## src/rtl/i2c_ras_pkg.sv

```systemverilog
// Package of the I2C register access sequencer: request and result types,
// bus command, outcome and status codes, and the sequencing phase type.
package i2c_ras_pkg;

    typedef enum logic [1:0] {
        FUNC_WRITE = 2'd0,
        FUNC_READ  = 2'd1,
        FUNC_EVENT = 2'd2,
        FUNC_RSVD  = 2'd3
    } t_func;

    typedef enum logic [1:0] {
        CMD_NONE  = 2'd0,
        CMD_START = 2'd1,
        CMD_XFER  = 2'd2,
        CMD_STOP  = 2'd3
    } t_cmd;

    typedef enum logic [1:0] {
        OUT_PENDING = 2'd0,
        OUT_OK      = 2'd1,
        OUT_FAIL    = 2'd2,
        OUT_RSVD    = 2'd3
    } t_outcome;

    // Bus status codes with the low three bits cleared.
    localparam logic [7:0] ST_START      = 8'h08;
    localparam logic [7:0] ST_REP_START  = 8'h10;
    localparam logic [7:0] ST_MT_SLA_ACK = 8'h18;
    localparam logic [7:0] ST_MT_SLA_NAK = 8'h20;
    localparam logic [7:0] ST_MT_DAT_ACK = 8'h28;
    localparam logic [7:0] ST_ARB_LOST   = 8'h38;
    localparam logic [7:0] ST_MR_SLA_ACK = 8'h40;
    localparam logic [7:0] ST_MR_SLA_NAK = 8'h48;
    localparam logic [7:0] ST_MR_DAT_NAK = 8'h58;
    localparam logic [7:0] STATUS_MASK   = 8'hF8;

    localparam logic [7:0] RETRY_LIMIT_RESET = 8'd20;
    localparam logic [7:0] RETRY_COUNT_MAX   = 8'hFF;

    typedef enum logic [7:0] {
        PH_IDLE    = 8'b0000_0001,
        PH_START   = 8'b0000_0010,
        PH_SLAW    = 8'b0000_0100,
        PH_REG     = 8'b0000_1000,
        PH_DATA    = 8'b0001_0000,
        PH_RESTART = 8'b0010_0000,
        PH_SLAR    = 8'b0100_0000,
        PH_RX      = 8'b1000_0000
    } t_phase;

    typedef struct packed {
        logic [1:0] func;
        logic [3:0] dev_id;
        logic [2:0] dev_addr;
        logic [7:0] reg_addr;
        logic [7:0] write_data;
        logic [7:0] bus_status;
        logic [7:0] rx_byte;
    } t_in_item;

    typedef struct packed {
        logic [1:0] bus_cmd;
        logic [7:0] tx_byte;
        logic       done_res;
        logic [1:0] outcome;
        logic [7:0] read_data;
    } t_out_item;

    typedef struct packed {
        t_phase     phase;
        logic [7:0] retry_count;
        logic       is_read;
        logic [7:0] held_reg;
        logic [7:0] held_data;
        logic [6:0] held_device;
        logic [7:0] read_byte;
    } t_seq_state;

endpackage

```

## src/rtl/i2c_ras_step.sv

```systemverilog
// Next-state and result logic of the I2C register access sequencer.
// Purely combinational; depends on i2c_ras_pkg.
module i2c_ras_step
    import i2c_ras_pkg::*;
(
    input  t_seq_state  i_state,
    input  t_in_item    i_item,
    input  logic [7:0]  i_retry_limit,
    output t_seq_state  o_state,
    output t_out_item   o_result
);

    logic [7:0] status;
    logic [7:0] cnt_inc;
    logic       begin_req;
    logic       event_req;

    assign status    = i_item.bus_status & STATUS_MASK;
    assign cnt_inc   = (i_state.retry_count < RETRY_COUNT_MAX) ?
                       i_state.retry_count + 8'd1 : i_state.retry_count;
    assign begin_req = (i_item.func == FUNC_WRITE) || (i_item.func == FUNC_READ);
    assign event_req = (i_item.func == FUNC_EVENT);

    always_comb begin
        t_seq_state nxt;
        t_out_item  res;
        logic       do_finish;
        logic       do_retry;
        t_outcome   fin_code;

        nxt       = i_state;
        res       = '0;
        do_finish = 1'b0;
        do_retry  = 1'b0;
        fin_code  = OUT_FAIL;
        res.bus_cmd = CMD_NONE;

        if (begin_req && (i_state.phase == PH_IDLE)) begin
            nxt.held_device = {i_item.dev_id, i_item.dev_addr};
            nxt.held_reg    = i_item.reg_addr;
            nxt.held_data   = i_item.write_data;
            nxt.is_read     = (i_item.func == FUNC_READ);
            nxt.retry_count = '0;
            if (i_retry_limit == '0) begin
                do_finish = 1'b1;
            end else begin
                res.bus_cmd = CMD_START;
                nxt.phase   = PH_START;
            end
        end else if (event_req && (i_state.phase != PH_IDLE)) begin
            unique case (i_state.phase)
                PH_START, PH_RESTART: begin
                    if (status == ST_ARB_LOST) begin
                        do_retry = 1'b1;
                    end else if (status != ST_START && status != ST_REP_START) begin
                        do_finish = 1'b1;
                    end else if (i_state.phase == PH_START) begin
                        res.bus_cmd = CMD_XFER;
                        res.tx_byte = {i_state.held_device, 1'b0};
                        nxt.phase   = PH_SLAW;
                    end else begin
                        res.bus_cmd = CMD_XFER;
                        res.tx_byte = {i_state.held_device, 1'b1};
                        nxt.phase   = PH_SLAR;
                    end
                end
                PH_SLAW: begin
                    if (status == ST_MT_SLA_NAK || status == ST_ARB_LOST) begin
                        do_retry = 1'b1;
                    end else if (status == ST_MT_SLA_ACK) begin
                        res.bus_cmd = CMD_XFER;
                        res.tx_byte = i_state.held_reg;
                        nxt.phase   = PH_REG;
                    end else begin
                        do_finish = 1'b1;
                    end
                end
                PH_REG: begin
                    if (status != ST_MT_DAT_ACK) begin
                        do_finish = 1'b1;
                    end else if (i_state.is_read) begin
                        res.bus_cmd = CMD_START;
                        nxt.phase   = PH_RESTART;
                    end else begin
                        res.bus_cmd = CMD_XFER;
                        res.tx_byte = i_state.held_data;
                        nxt.phase   = PH_DATA;
                    end
                end
                PH_DATA: begin
                    do_finish = 1'b1;
                    fin_code  = (status == ST_MT_DAT_ACK) ? OUT_OK : OUT_FAIL;
                end
                PH_SLAR: begin
                    if (status == ST_MR_SLA_NAK || status == ST_ARB_LOST) begin
                        do_retry = 1'b1;
                    end else if (status == ST_MR_SLA_ACK) begin
                        res.bus_cmd = CMD_XFER;
                        nxt.phase   = PH_RX;
                    end else begin
                        do_finish = 1'b1;
                    end
                end
                PH_RX: begin
                    do_finish = 1'b1;
                    if (status == ST_MR_DAT_NAK) begin
                        nxt.read_byte = i_item.rx_byte;
                        fin_code      = OUT_OK;
                    end
                end
                default: begin
                    nxt = i_state;
                end
            endcase
        end

        // A retry restarts the transfer unless the attempt budget is used up.
        if (do_retry) begin
            nxt.retry_count = cnt_inc;
            if (cnt_inc < i_retry_limit) begin
                res.bus_cmd = CMD_START;
                nxt.phase   = PH_START;
            end else begin
                do_finish = 1'b1;
            end
        end

        if (do_finish) begin
            res.bus_cmd  = CMD_STOP;
            res.tx_byte  = '0;
            res.done_res = 1'b1;
            res.outcome  = fin_code;
            nxt.phase    = PH_IDLE;
        end

        res.read_data = nxt.read_byte;
        o_state  = nxt;
        o_result = res;
    end

endmodule

```

## src/rtl/i2c_register_access_sequencer_unit.sv

```systemverilog
// Top level of the I2C register access sequencer: state registers, result
// register and configuration register. Depends on i2c_ras_pkg and i2c_ras_step.
//
// Usage. Requests arrive on the input channel (i_in_valid, o_in_stall, i_in).
// A request is a begin write, a begin read, or a status event from the byte
// engine. Every accepted request yields exactly one result on the output
// channel (o_out_valid, i_out_stall, o_out): the next bus command, the byte
// to transmit, and on the final stop the done flag, the outcome and the byte
// that was read.
// The result of an accepted request is registered and presented from the
// next cycle on. Throughput is one request per cycle unless a waiting result
// is stalled; the only path between the two registers is the short step logic
// of the phase sequencer. The result register accepts a new request in the
// same cycle that its current result is taken, so the block stalls its input
// only while a result waits and the receiver stalls too.
// The retry limit is written through its own valid/ready port, which is
// always ready; write it only while no transaction is in flight.
// Synchronous reset returns the sequencer to idle, clears the retry count, the
// read flag and the read byte, sets the retry limit to 20 and empties the
// result register.
module i2c_register_access_sequencer_unit
    import i2c_ras_pkg::*;
(
    input  logic       i_clk,
    input  logic       i_rst_n,
    input  logic       i_in_valid,
    output logic       o_in_stall,
    input  t_in_item   i_in,
    output logic       o_out_valid,
    input  logic       i_out_stall,
    output t_out_item  o_out,
    input  logic       i_cfg_valid,
    output logic       o_cfg_ready,
    input  logic [7:0] i_cfg_data
);

    t_phase     r_phase;
    logic [7:0] r_retry_count;
    logic       r_is_read;
    logic [7:0] r_held_reg;
    logic [7:0] r_held_data;
    logic [6:0] r_held_device;
    logic [7:0] r_read_byte;
    logic [7:0] r_retry_limit;
    logic       r_out_valid;
    t_out_item  r_out;

    t_seq_state cur_state;
    t_seq_state n_state;
    t_out_item  n_out;
    logic       in_accept;

    // The input is held off only when a waiting result cannot leave.
    assign o_in_stall  = r_out_valid && i_out_stall;
    assign in_accept   = i_in_valid && !o_in_stall;
    assign o_cfg_ready = 1'b1;

    assign cur_state = '{
        phase:       r_phase,
        retry_count: r_retry_count,
        is_read:     r_is_read,
        held_reg:    r_held_reg,
        held_data:   r_held_data,
        held_device: r_held_device,
        read_byte:   r_read_byte
    };

    i2c_ras_step u_step (
        .i_state       (cur_state),
        .i_item        (i_in),
        .i_retry_limit (r_retry_limit),
        .o_state       (n_state),
        .o_result      (n_out)
    );

    // Control state and the reset-valued registers.
    always_ff @(posedge i_clk) begin
        if (!i_rst_n) begin
            r_phase       <= PH_IDLE;
            r_retry_count <= '0;
            r_is_read     <= 1'b0;
            r_read_byte   <= '0;
            r_retry_limit <= RETRY_LIMIT_RESET;
            r_out_valid   <= 1'b0;
        end else begin
            if (i_cfg_valid && o_cfg_ready) begin
                r_retry_limit <= i_cfg_data;
            end
            if (in_accept) begin
                r_phase       <= n_state.phase;
                r_retry_count <= n_state.retry_count;
                r_is_read     <= n_state.is_read;
                r_read_byte   <= n_state.read_byte;
                r_out_valid   <= 1'b1;
            end else if (!i_out_stall) begin
                r_out_valid   <= 1'b0;
            end
        end
    end

    // Transaction operands and the result payload need no reset.
    always_ff @(posedge i_clk) begin
        if (in_accept) begin
            r_held_reg    <= n_state.held_reg;
            r_held_data   <= n_state.held_data;
            r_held_device <= n_state.held_device;
            r_out         <= n_out;
        end
    end

    assign o_out_valid = r_out_valid;
    assign o_out       = r_out;

endmodule

```

## config.mk

```make
export PLATFORM = sky130hd
export DESIGN_NAME = i2c_register_access_sequencer_unit
export DESIGN_NICKNAME = d
export VERILOG_FILES = /design/src/rtl/i2c_ras_pkg.sv /design/src/rtl/i2c_ras_step.sv /design/src/rtl/i2c_register_access_sequencer_unit.sv
export SDC_FILE = /design/constraint.sdc
export NUM_CORES = 1
export LEC_CHECK = 0
export BUFFER_PORTS_ARGS = -buffer_cell sky130_fd_sc_hd__buf_4
export CORE_MARGIN = 5
export CORE_UTILIZATION = 45
export CTS_BUF_LIST = sky130_fd_sc_hd__clkbuf_8
export DETAILED_ROUTE_END_ITERATION = 12
export PLACE_DENSITY = 0.74
export SETUP_SLACK_MARGIN = 0.15
export SLEW_MARGIN = 20
export SYNTH_ARGS = -nofsm -noshare
export SYNTH_HDL_FRONTEND = slang
export SYNTH_SLANG_ARGS = --single-unit
```

## constraint.sdc

```tcl
create_clock -name i_clk -period 4.7 [get_ports i_clk]
set_input_delay 0 -clock i_clk [delete_from_list [all_inputs] [get_ports i_clk]]
set_output_delay 0 -clock i_clk [all_outputs]
set_load 0.1 [all_outputs]
```

======== Word-level counts from Yosys, hierarchy flattened ========
Index checks and enable logic that the tools add are counted.
W data, S select, Z words.
cells by class
  $add $sub $neg .......................... 1
  order comparisons ....................... 2
  equal/unequal tests ..................... 22
  mux-type cells .......................... 64
  bitwise logic cells ..................... 2
  reductions and logical operators ........ 18
operator list
  operator               count
  $mux W8                15
  $mux W10               6
  $mux W48               1
  $mux W40               1
  $pmux W8 S4            1
  $pmux W8 S3            1
  $mux W1                21
  $mux W2                10
  $mux W16               1
  $eq A5 B3 Y1 const B   3
  $eq A5 B4 Y1 const B   3
  $add A8 B1 Y8 const B  1
  $eq A8 B1 Y1 const B   1
  $eq A8 B2 Y1 const B   1
  $eq A8 B3 Y1 const B   1
  $eq A8 B4 Y1 const B   1
  $eq A8 B5 Y1 const B   1
  $eq A8 B6 Y1 const B   1
  $eq A8 B7 Y1 const B   1
  $eq A8 B8 Y1 const B   1
  $logic_not A8 Y1       1
  $lt A8 B8 Y1           1
  $lt A8 B8 Y1 const B   1
  $ne A8 B1 Y1 const B   1
  23 further kinds       33
storage, ports and cells
  register bits after elaboration ......... 78
  bits of input ports ..................... 54
  output and inout bits ................... 24

======== Logic depth before layout (Yosys ltp) ========
Gate-level depths: netlist (run 1).
  depth after elaboration ................. 11
  depth in mapped cells ................... 14

======== Modules after synthesis ========
Synthesis (run 1) repeated with hierarchy kept, for this count alone.
second synthesis, totals
  cells, all modules ...................... 478
  area total of the unflattened synthesis .. 4516.8 sq um
modules (own cells, without submodules)
  module                              times used  cells each  area an instance (sq um)  seq. area each (sq um)
  i2c_register_access_sequencer_unit  1           185         2717.6                    2001.9
  i2c_ras_step                        1           293         1799.2                    0.0

======== Least setup slack after synthesis (run 1) ========
Ideal clock, no wire load.
  path kind ............................... register to register
  from .................................... register r_retry_count[3]
  to ...................................... register r_out (netlist bit o_out[11]), data pin
  arrival ................................. 2.577 ns
  required time ........................... 4.550 ns
  path slack .............................. 1.973 ns
  cell stages (with the launch flop) ...... 14
  path buffers ............................ 1
  cell sequence ........................... dfxtp_1 -> and4_1 -> nand4_2 -> nand4_1 -> xnor2_1 -> ha_1 -> a21o_1 -> a21oi_1 -> nor2b_1 -> nor3_1 -> a221oi_1 -> or3_1 -> buf_6 -> a31oi_4
on the way
  word-level cells in the longest chain between the ends .. 6
  elaborated cells on any way between the ends .. 7
RTL lines
  element                                               RTL line                                   RTL
  start, declared                                       i2c_register_access_sequencer_unit.sv:38   logic [7:0] r_retry_count;
  start signal, assigned                                i2c_register_access_sequencer_unit.sv:91   r_retry_count <= n_state.retry_count;
  $add A8 B1 Y8 / $lt A8 B8 Y1 (equally long branches)  i2c_ras_step.sv:20, i2c_ras_step.sv:19
  $mux W8 (*)                                           i2c_ras_step.sv:19                         assign cnt_inc = (i_state.retry_count < RETRY_COUNT_MAX) ?
  $lt A8 B8 Y1 (*)                                      i2c_ras_step.sv:120                        if (cnt_inc < i_retry_limit) begin
  $mux W1 (*)                                           i2c_ras_step.sv:120
  $mux W1 (*)                                           i2c_ras_step.sv:118                        if (do_retry) begin
  $reduce_or A3 Y1 (no source line) (*)                 -
  end signal, assigned                                  i2c_register_access_sequencer_unit.sv:107  r_out <= n_out;
  end, declared                                         i2c_register_access_sequencer_unit.sv:46   t_out_item r_out;
Mark *: on every way between the ends. The rest lies on a longest branch, timed or not.
A chain may end at the register's enable or synchronous reset.

======== Worst setup path after layout (run 1) ========
  from .................................... register r_retry_count[0]
  to ...................................... register r_out (netlist bit o_out[16]), data pin
The elaborated chain is that of the path after synthesis.

==> results of run 1 <==
cell type report:
class / count / area share [%]
flip-flops and latches: 78 / 38.6
repair buffers: 123 / 20.1
well taps: 108 / 2.60
multi-input cells: 281 / 34.2
clock inverters: 7 / 1.28
inverters: 13 / 0.940
clock buffers: 9 / 2.39
synthesized netlist by cell type, drive strengths merged (2+ instances only):
| cell | number |
|---|---|
| o221ai | 2 |
| xnor2 | 3 |
| o21ai | 8 |
| nand3b | 3 |
| a222oi | 7 |
| a21oi | 20 |
| nand2 | 29 |
| nor4 | 3 |
| nand3 | 11 |
| o31ai | 2 |
| nor3 | 19 |
| nand4 | 7 |
| nor2b | 4 |
| mux2i | 6 |
| a221oi | 2 |
| o211ai | 4 |
| clkbuf | 9 |
| nand4b | 2 |
| xor2 | 3 |
| and4b | 3 |
| edfxtp | 44 |
| and2 | 24 |
| and3 | 6 |
| nand2b | 7 |
| o22ai | 2 |
| ha | 8 |
| or3 | 5 |
| mux2 | 10 |
| nor2 | 53 |
| buf | 5 |
| or2 | 4 |
| inv | 12 |
| a31oi | 2 |
| o32a | 2 |
| o21a | 4 |
| dfxtp | 34 |
| nor4b | 5 |
what timing repair did:
item	in CTS	in global routing
hold buffers	47	0
endpoints found under the hold margin	44	0
setup endpoints to repair	0	0
kinds of logic after synthesis:
| logic type | count (synthesis) | share of synthesized area (%) |
|---|---|---|
| muxes | 16 | 4.44 |
| adders and majority gates | 8 | 2.58 |
| buffers and inverters | 27 | 2.96 |
| DFF | 78 | 51.5 |
| xor gates and xnor gates | 6 | 1.35 |
| and+or+nand+nor | 188 | 25.8 |
| AOI/OAI and AO/OA | 62 | 11.3 |
| other | 1 | 0.0965 |
critical path, stage by stage (launching register included):
cell and delay, ns:
dfxtp_1 0.42, ha_1 0.29, nand4_2 0.23, nand4_1 0.17
xnor2_1 0.11, ha_1 0.32, a21o_1 0.12, a21oi_1 0.06
nor2b_1 0.15, nor3_1 0.06, a221oi_1 0.47, or3_1 0.41
nor2_1 0.10
layout by cell type (no fill, tap or decap), types with 6 or more instances in the layout:
master	count
nand2_1	29
nand2b_1	6
nor2_1	53
mux2_2	10
nor3_1	16
edfxtp_1	44
mux2i_1	6
and3_1	6
dfxtp_1	34
nand4_1	6
buf_4	76
dlygate4sd3_1	47
ha_1	8
nand3_1	11
a21oi_1	20
clkbuf_8	9
and2_1	24
o21ai_0	6
inv_1	13
a222oi_1	7
path summary, 6_finish.rpt:
check                                      from                             to  slack (ns)  depth (start not counted)
setup / recovery  r_retry_count[0]$_SDFFE_PN0P_        o_out[16]$_SDFFCE_PP0P_        1.54                         12
hold / removal                      i_cfg_valid  r_retry_limit[0]$_SDFFE_PN0P_        0.01                          3
setup reg to reg  r_retry_count[0]$_SDFFE_PN0P_        o_out[16]$_SDFFCE_PP0P_        1.54                         12
hold reg to reg     r_read_byte[2]$_SDFFE_PN0P_    r_read_byte[2]$_SDFFE_PN0P_        0.50                          2
where the power goes:
group	leakage, nW	switching, mW	internal, mW	total [mW]
Combinational	1.27	0.177	0.106	0.283
Clock	0.105	0.248	0.243	0.492
Sequential	0.708	0.0171	0.761	0.778
layer usage:
layer,GRT usage [%],vias to the layer above,routed length (um)
met5,0,-,0
met4,7.37,0,208
li1,-,1651,-
met3,3.86,20,554
met1,22.7,1592,4000
met2,32.4,104,5010
==> results.tsv, run 1 <==
metric	value	unit
Root Driver	clkbuf_8	
post-route ant nets	0	
CTS clock-pin slew for the worst setup and hold paths	0.08	ns
clk_lat worst skew	0.35	ns
crit path max fanout	8	
cts bufs inserted	9	
pin count of the biggest net entering global routing	33	
post-route cell area	0.00519	sq mm
Power Density	299	mW/mm^2
sequential-to-total area share from yosys stat	51.5	%
nets@finish	568	
layout cells sized above 1	21.3	%
synthesized flop and latch total	78	
CP endpoint kind	flip-flop	
placed cell area	0.00453	sq mm
Leak	2.08	nW
via count	3367	
fin worst setup slack	1.54	ns
Synth Instances	386	
Max-Slew Margin vs Limit	35.5	%
total track usage	18.7	%
synth warn	0	
PortBufs	73	
Synth Cell Area	0.00389	sq mm
first-pass GRT wire length	15.2	mm
async set-or-reset flop fraction in the synthesized netlist	0	%
dominant synthesized flop cell	edfxtp_1	
final setup fails	0	
type of the worst setup path	flip-flop to flip-flop	
post-CTS sizing	0	
total power	1.55	mW
CTS tree	built	
postcts setup bufs	0	
final period utilization	67.3	%
Max Root-Sink Buffers	2	
H-tree depth	3	
Finished Core Util	60.7	%
Max-cap violations	0	
skew final	0.0121	ns
share of the synthesized area in the top cell type	34.0	%
CP startpoint kind	flip-flop	
die height	103	um
area leader, netlist	edfxtp_1	
Top Ports	78	
core footprint	0.00855	sq mm
syn avg cell area	10.1	sq um
FF/Latch Area	0.00200	sq mm
final std cells w/o fill	619	
Worst IR Drop VDD	0.149	mV
Final Max Slew Viols	0	
max FFs per register	21	
Min-Delay Path Class	input port to flip-flop	
Fin Setup TNS	0	ns
grt total ovfl	0	
initial antenna violation count	0	
Via density	5.44	
Rows	34	
status	finished clean	
drt wl/cell	15.8	um
post-layout min period	3.16	ns
RSZ-0062 raised after global routing	false	
worst endpoint required time	4.80	ns
pre-CTS setup slack	1.65	ns
Final Hold Vio Count	0	
Fmax achieved	0.316	GHz
DP Wirelength	6.54	mm
routed wire length	9.77	mm
vias in the first global route	3222	
synth unique cells	59	
# clock sinks	78	
area occupied by multi-input gates	0.00177	sq mm
area grow syn2layout	33.6	%
crit path DAT	3.26	ns
WHS	0.0118	ns
DRC	0	
initial DRC count	191	
chip width	103	um
number of fill cells in the layout	718	
placed cells	556	
DRT Pass-1 Iters	5	
Worst-Margin Slew	0.966	ns
Post-synth EDFFs	44	
routability cong.	0.917	
leading post-synthesis cells by cell area	edfxtp_1 (34%), dfxtp_1 (18%), nor2_1 (5.1%), and2_1 (3.9%), mux2_2 (2.9%)	
ant diodes	0	
Syn Nets	448	
initial core utilization	45.4	%
die area	0.0106	sq mm
Power figures use the tool's default switching activity.
==> inputs of run 2 (changes only) <==
==> constraint.sdc (replaced) <==
create_clock -name i_clk -period 3.2 [get_ports i_clk]
set_input_delay 0 -clock i_clk [delete_from_list [all_inputs] [get_ports i_clk]]
set_output_delay 0 -clock i_clk [all_outputs]
set_load 0.1 [all_outputs]
==> run 2 against run 1 <==
Clock-buffer cell count is the same; sequential cell count did not move; power is 47% higher; global-route usage rose by 0.071 points; first-iteration DRC count grew 25%; clock power increased by 47%; maximum frequency is 7.9% higher; register-to-register slack worse by 1.3 ns; via count grew 1.1%; combinational power grew 49%; die area unchanged; sequential share of layout area fell by 0.39 points; critical path type unchanged.
==> results.tsv, run 2 (synthesis results as in run 1) <==
metric	value	unit	change
nets@finish	572		was 568
routability cong.	0.909		was 0.917
DP Wirelength	6.62	mm	was 6.54 mm
H-tree depth	3		unchanged
grt total ovfl	0		unchanged
Fin Setup TNS	0	ns	unchanged
cts bufs inserted	9		unchanged
Root Driver	clkbuf_8		unchanged
Max-Slew Margin vs Limit	44.4	%	was 35.5%
via count	3404		was 3367
routed wire length	9.89	mm	was 9.77 mm
setup slack, reg-to-reg	0.27	ns	was 1.54 ns
Top Ports	78		unchanged
Leak	2.12	nW	was 2.08 nW
post-layout min period	2.93	ns	was 3.16 ns
CTS tree	built		unchanged
layout cells sized above 1	23.5	%	was 21.3%
# clock sinks	78		unchanged
Power Density	435	mW/mm^2	was 299 mW/mm^2
area grow syn2layout	35.1	%	was 33.6%
worst endpoint required time	3.39	ns	was 4.80 ns
Fmax achieved	0.341	GHz	was 0.316 GHz
initial core utilization	45.4	%	unchanged
skew final	0.0102	ns	was 0.0121 ns
final period utilization	91.7	%	was 67.3%
vias in the first global route	3255		was 3222
Worst-Margin Slew	0.832	ns	was 0.966 ns
drt wl/cell	15.9	um	was 15.8 um
Worst IR Drop VDD	0.247	mV	was 0.149 mV
worst-path cell chain	and4_2 -> nand4_4 -> nand4_1 -> xnor2_1 -> ha_1 -> a21o_1 -> a21oi_1 -> nor2b_1 -> nor3_1 -> a221oi_2 -> or3_4 -> a31oi_4		was ha_1 -> nand4_2 -> nand4_1 -> xnor2_1 -> ha_1 -> a21o_1 -> a21oi_1 -> nor2b_1 -> nor3_1 -> a221oi_1 -> or3_1 -> nor2_1
total track usage	18.8	%	was 18.7%
chip width	103	um	unchanged
CP endpoint kind	flip-flop		unchanged
die area	0.0106	sq mm	unchanged
core footprint	0.00855	sq mm	unchanged
most frequent cells in the layout	buf_4 (81), nor2_1 (53), dlygate4sd3_1 (46)		was buf_4 (76), nor2_1 (53), dlygate4sd3_1 (47)
PortBufs	73		unchanged
DRC	0		unchanged
number of fill cells in the layout	676		was 718
post-route ant nets	0		unchanged
CP startpoint kind	flip-flop		unchanged
clk_lat worst skew	0.33	ns	was 0.35 ns
Min-Delay Path Class	input port to flip-flop		unchanged
commonest non-fill, non-tap cell in the layout	buf_4		unchanged
crit path max fanout	8		unchanged
Slowest-stage cell, CP	or3_4		was a221oi_1
CTS clock-pin slew for the worst setup and hold paths	0.08	ns	about the same
CP max stage delay	0.47	ns	about the same
status	finished clean		unchanged
ant diodes	0		unchanged
Max-cap violations	0		unchanged
DRT Pass-1 Iters	6		was 5
pin count of the biggest net entering global routing	31		was 33
first-pass GRT wire length	15.6	mm	was 15.2 mm
initial antenna violation count	0		unchanged
fin worst setup slack	0.267	ns	was 1.54 ns
Rows	34		unchanged
Via density	5.46		was 5.44
postcts setup bufs	0		unchanged
final setup fails	0		unchanged
max FFs per register	21		unchanged
initial DRC count	238		was 191
die height	103	um	unchanged
RSZ-0062 raised after global routing	false		unchanged
type of the worst setup path	flip-flop to flip-flop		unchanged
crit path DAT	3.12	ns	was 3.26 ns
Final Max Slew Viols	0		unchanged
Final Hold Vio Count	0		unchanged
Max Root-Sink Buffers	2		unchanged
pre-CTS setup slack	0.122	ns	was 1.65 ns
-- run 2: cell count changes in the layout (fill, tap and decap cells not counted), sizes merged --
cell,change
buf,+5
dlygate4sd3,-1
-- run 2: final cells by class --
cell class                      count  area [sq um]  share of cell area [%]
Multi-Input combinational cell    281          1800                    34.4
Tap cell                          108           135                    2.57
Inverter                           13          48.8                   0.929
Clock buffer                        9           124                    2.36
Timing Repair Buffer              127          1070                    20.3
Sequential cell                    78          2000                    38.2
Clock inverter                      7          66.3                    1.26
-- run 2: power breakdown --
group / leakage [nW] / internal (mW) / switching, mW
clock: 0.105 / 0.358 / 0.364
sequential: 0.709 / 1.12 / 0.0247
combinational: 1.31 / 0.158 / 0.262
-- run 2: critical path, delay by kind of cell, from the launching register on --
kind / cells / cell delay (ns)
XOR/XNOR: 1 / 0.16
adder cells (fa/ha/maj): 1 / 0.29
flip-flops: 1 / 0.40
AND/OR/NAND/NOR: 6 / 1.35
AO/OA/AOI/OAI: 4 / 0.59
-- run 2: per-stage QoR --
step           total power [mW]  instance area, sq um  hold WS (ns)  instances  util, %
3_5_place_dp               1.53                  4570         0.225        561     53.4
5_1_grt                    2.37                  5250       0.00925        623     61.4
6_report                   2.28                  5250        0.0207        623     61.4
3_3_place_gp               1.52                  4570         0.218        561     53.4
2_1_floorplan              1.42                  3890         0.124        386        -
4_1_cts                    2.29                  5220       0.00293        623     61.1
-- run 2: final timing paths --
check	startpoint	endpoint	depth (start not counted)
setup / recovery	r_retry_count[5]$_SDFFE_PN0P_	o_out[11]$_SDFFCE_PP0P_	12
setup reg to reg	r_retry_count[5]$_SDFFE_PN0P_	o_out[11]$_SDFFCE_PP0P_	12
hold reg to reg	r_read_byte[1]$_SDFFE_PN0P_	r_read_byte[1]$_SDFFE_PN0P_	2
hold / removal	i_in[5]	o_out[5]$_DFFE_PP_	2
-- run 2: metal layers --
layer,up-vias,share of wire (%),GRT usage (%),wire length (um)
li1,1662,-,-,-
met1,1587,41,23.7,4080
met2,138,52,32.8,5110
met3,17,5.4,2.44,532
met4,0,1.6,6.77,159
met5,-,0,0,0
-- run 2: timing repair --
| action | 4_1_cts | 5_1_grt |
|---|---|---|
| hold endpoints to repair | 43 | 0 |
| setup endpoints to repair | 8 | 12 |
| resized for setup | 1 | 7 |
| hold buffers | 46 | 0 |
| pin swaps | 0 | 0 |
==> inputs of run 3 (changes only) <==
--- a/config.mk
+++ b/config.mk
@@ -6,12 +6,15 @@
 export NUM_CORES = 1
 export LEC_CHECK = 0
 export BUFFER_PORTS_ARGS = -buffer_cell sky130_fd_sc_hd__buf_4
+export CELL_PAD_IN_SITES_DETAIL_PLACEMENT = 0
+export CELL_PAD_IN_SITES_GLOBAL_PLACEMENT = 1
 export CORE_MARGIN = 5
-export CORE_UTILIZATION = 45
+export CORE_UTILIZATION = 44
 export CTS_BUF_LIST = sky130_fd_sc_hd__clkbuf_8
 export DETAILED_ROUTE_END_ITERATION = 12
-export PLACE_DENSITY = 0.74
+export PLACE_DENSITY = 0.89
 export SETUP_SLACK_MARGIN = 0.15
+export SKIP_LAST_GASP = 1
 export SLEW_MARGIN = 20
 export SYNTH_ARGS = -nofsm -noshare
 export SYNTH_HDL_FRONTEND = slang
==> run 3 against run 2 <==
Global-route usage is 0.82 points lower; clock power is 6.1% higher; cell count grew 0.48%; critical path depth is the same; first-iteration DRC count shrank 8.0%; highest routed layer unchanged; sequential cell count did not move; worst hold slack lost 0.0057 ns; worst setup slack improved by 0.089 ns; sequential share of layout area is 0.31 points lower; utilization shrank 0.44 points.
==> results.tsv, run 3 (synthesis results as in run 1) <==
metric	value	unit	change
status	finished clean		unchanged
nets@finish	575		was 572
crit path max fanout	8		unchanged
clk_lat worst skew	0.36	ns	was 0.33 ns
Root Driver	clkbuf_8		unchanged
skew final	0.0139	ns	was 0.0102 ns
FF/Latch Area	0.00200	sq mm	about the same
Worst-Margin Slew	0.798	ns	was 0.832 ns
vias in the first global route	3300		was 3255
first-pass GRT wire length	15.9	mm	was 15.6 mm
PortBufs	73		unchanged
crit path DAT	2.95	ns	was 3.12 ns
# clock sinks	78		unchanged
core footprint	0.00868	sq mm	was 0.00855 sq mm
WHS	0.0150	ns	was 0.0207 ns
post-route ant nets	0		unchanged
H-tree depth	3		unchanged
area grow syn2layout	36.2	%	was 35.1%
Top Metal Used	met4		unchanged
initial DRC count	219		was 238
grt total ovfl	0		unchanged
DP Wirelength	6.70	mm	was 6.62 mm
post-route cell area	0.00529	sq mm	was 0.00525 sq mm
Leak	2.11	nW	was 2.12 nW
die area	0.0108	sq mm	was 0.0106 sq mm
max FFs per register	21		unchanged
initial antenna violation count	0		unchanged
CP startpoint kind	flip-flop		unchanged
Top Ports	78		unchanged
type of the worst setup path	flip-flop to flip-flop		unchanged
Max-Slew Margin vs Limit	46.7	%	was 44.4%
Int Pwr	1.65	mW	was 1.63 mW
Final Hold Vio Count	0		unchanged
final setup fails	0		unchanged
ant diodes	0		unchanged
placed cell area	0.00457	sq mm	unchanged
placed cells	561		unchanged
met2 WL	5.03	mm	was 5.11 mm
CTS tree	built		unchanged
number of fill cells in the layout	724		was 676
Min-Delay Path Class	input port to flip-flop		unchanged
Power Density	440	mW/mm^2	was 435 mW/mm^2
Via density	5.34		was 5.46
final std cells w/o fill	626		was 623
area occupied by multi-input gates	0.00180	sq mm	about the same
worst endpoint required time	3.30	ns	was 3.39 ns
post-layout min period	2.84	ns	was 2.93 ns
chip width	104	um	was 103 um
Final Max Slew Viols	0		unchanged
RSZ-0062 raised after global routing	true		was false
postcts setup bufs	0		unchanged
pin count of the biggest net entering global routing	29		was 31
logic gate share of total power	18.0	%	was 18.4%
commonest non-fill, non-tap cell in the layout	buf_4		unchanged
Max-cap violations	0		unchanged
Fmax achieved	0.352	GHz	was 0.341 GHz
final period utilization	88.9	%	was 91.7%
Clock Power Share	32.9	%	was 31.6%
met1 wire length	4.18	mm	was 4.08 mm
most frequent cells in the layout	buf_4 (81), nor2_1 (53), dlygate4sd3_1 (49)		was buf_4 (81), nor2_1 (53), dlygate4sd3_1 (46)
cts bufs inserted	9		unchanged
CTS clock-pin slew for the worst setup and hold paths	0.09	ns	was 0.08 ns
drt wl/cell	15.7	um	was 15.9 um
P_sw	680	uW	was 651 uW
Max Root-Sink Buffers	2		unchanged
via count	3345		was 3404
layout cells sized above 1	23.0	%	was 23.5%
DRT Pass-1 Iters	6		unchanged
routed wire length	9.80	mm	was 9.89 mm
DRC	0		unchanged
total track usage	17.9	%	was 18.8%
CP endpoint kind	flip-flop		unchanged
routability cong.	0.907		was 0.909
Worst IR Drop VDD	0.248	mV	was 0.247 mV
die height	104	um	was 103 um
Fin Setup TNS	0	ns	unchanged
Reg power frac	49.1	%	was 50.0%
met3 routed WL	481	um	was 532 um
switching share of total power	29.2	%	was 28.5%
initial core utilization	44.8	%	was 45.4%
Rows	34		unchanged
-- run 3: path summary, 6_finish.rpt --
kind / start / to / slack, ns / cells past startpoint
setup reg to reg: r_retry_count[5]$_SDFFE_PN0P_ / o_out[12]$_SDFFCE_PP0P_ / 0.36 / 12
hold reg to reg: r_read_byte[4]$_SDFFE_PN0P_ / r_read_byte[4]$_SDFFE_PN0P_ / 0.50 / 2
setup / recovery: r_retry_count[5]$_SDFFE_PN0P_ / o_out[12]$_SDFFCE_PP0P_ / 0.36 / 12
hold / removal: i_cfg_valid / r_retry_limit[7]$_SDFFE_PN0P_ / 0.01 / 3
-- run 3: what timing repair did --
action / 4_1_cts / 5_1_grt
endpoints found under the hold margin: 44 / 0
endpoints found under the setup margin: 8 / 12
resized for setup: 1 / 5
hold buffers: 49 / 0
pin swaps: 0 / 1
-- run 3: stage by stage --
stage               total power [mW]  utilization (%)  worst slack, ns
floorplan                       1.42                -            0.473
global placement                1.52             52.6            0.235
detailed placement              1.53             52.6            0.131
CTS                             2.34             60.7            0.180
global route                    2.42             61.0            0.111
finish                          2.33             61.0            0.356
-- run 3: layout make-up --
class | count | area share (%)
flip-flops and latches | 78 | 37.9
multi-input cells | 281 | 34.1
repair buffers | 130 | 20.8
well taps | 108 | 2.55
clock buffers | 9 | 2.34
clock inverters | 7 | 1.51
inverters | 13 | 0.922
-- run 3: worst max-delay path, cell delays in order (launching register included) --
cell	delay, ns
dfxtp_1	0.39
and4_2	0.30
nand4_4	0.17
nand4_1	0.17
xnor2_1	0.10
ha_1	0.30
a21o_1	0.11
a21oi_1	0.06
nor2b_1	0.15
nor3_1	0.06
a221oi_1	0.45
or3_4	0.28
nor2_1	0.07
-- run 3: power by group through the flow --
stage / combinational, mW / sequential (mW) / clock, mW
floorplan: 0.140 / 1.28 / 0
global placement: 0.362 / 1.16 / 0
detailed placement: 0.369 / 1.17 / 0
CTS: 0.420 / 1.14 / 0.780
global route: 0.448 / 1.15 / 0.829
finish: 0.419 / 1.14 / 0.766
-- run 3: per-layer routing --
layer | global-route usage [%] | up-vias
met5 | 0 | -
met4 | 6.01 | 0
met3 | 3.60 | 8
met2 | 30.9 | 96
met1 | 22.4 | 1580
li1 | - | 1661
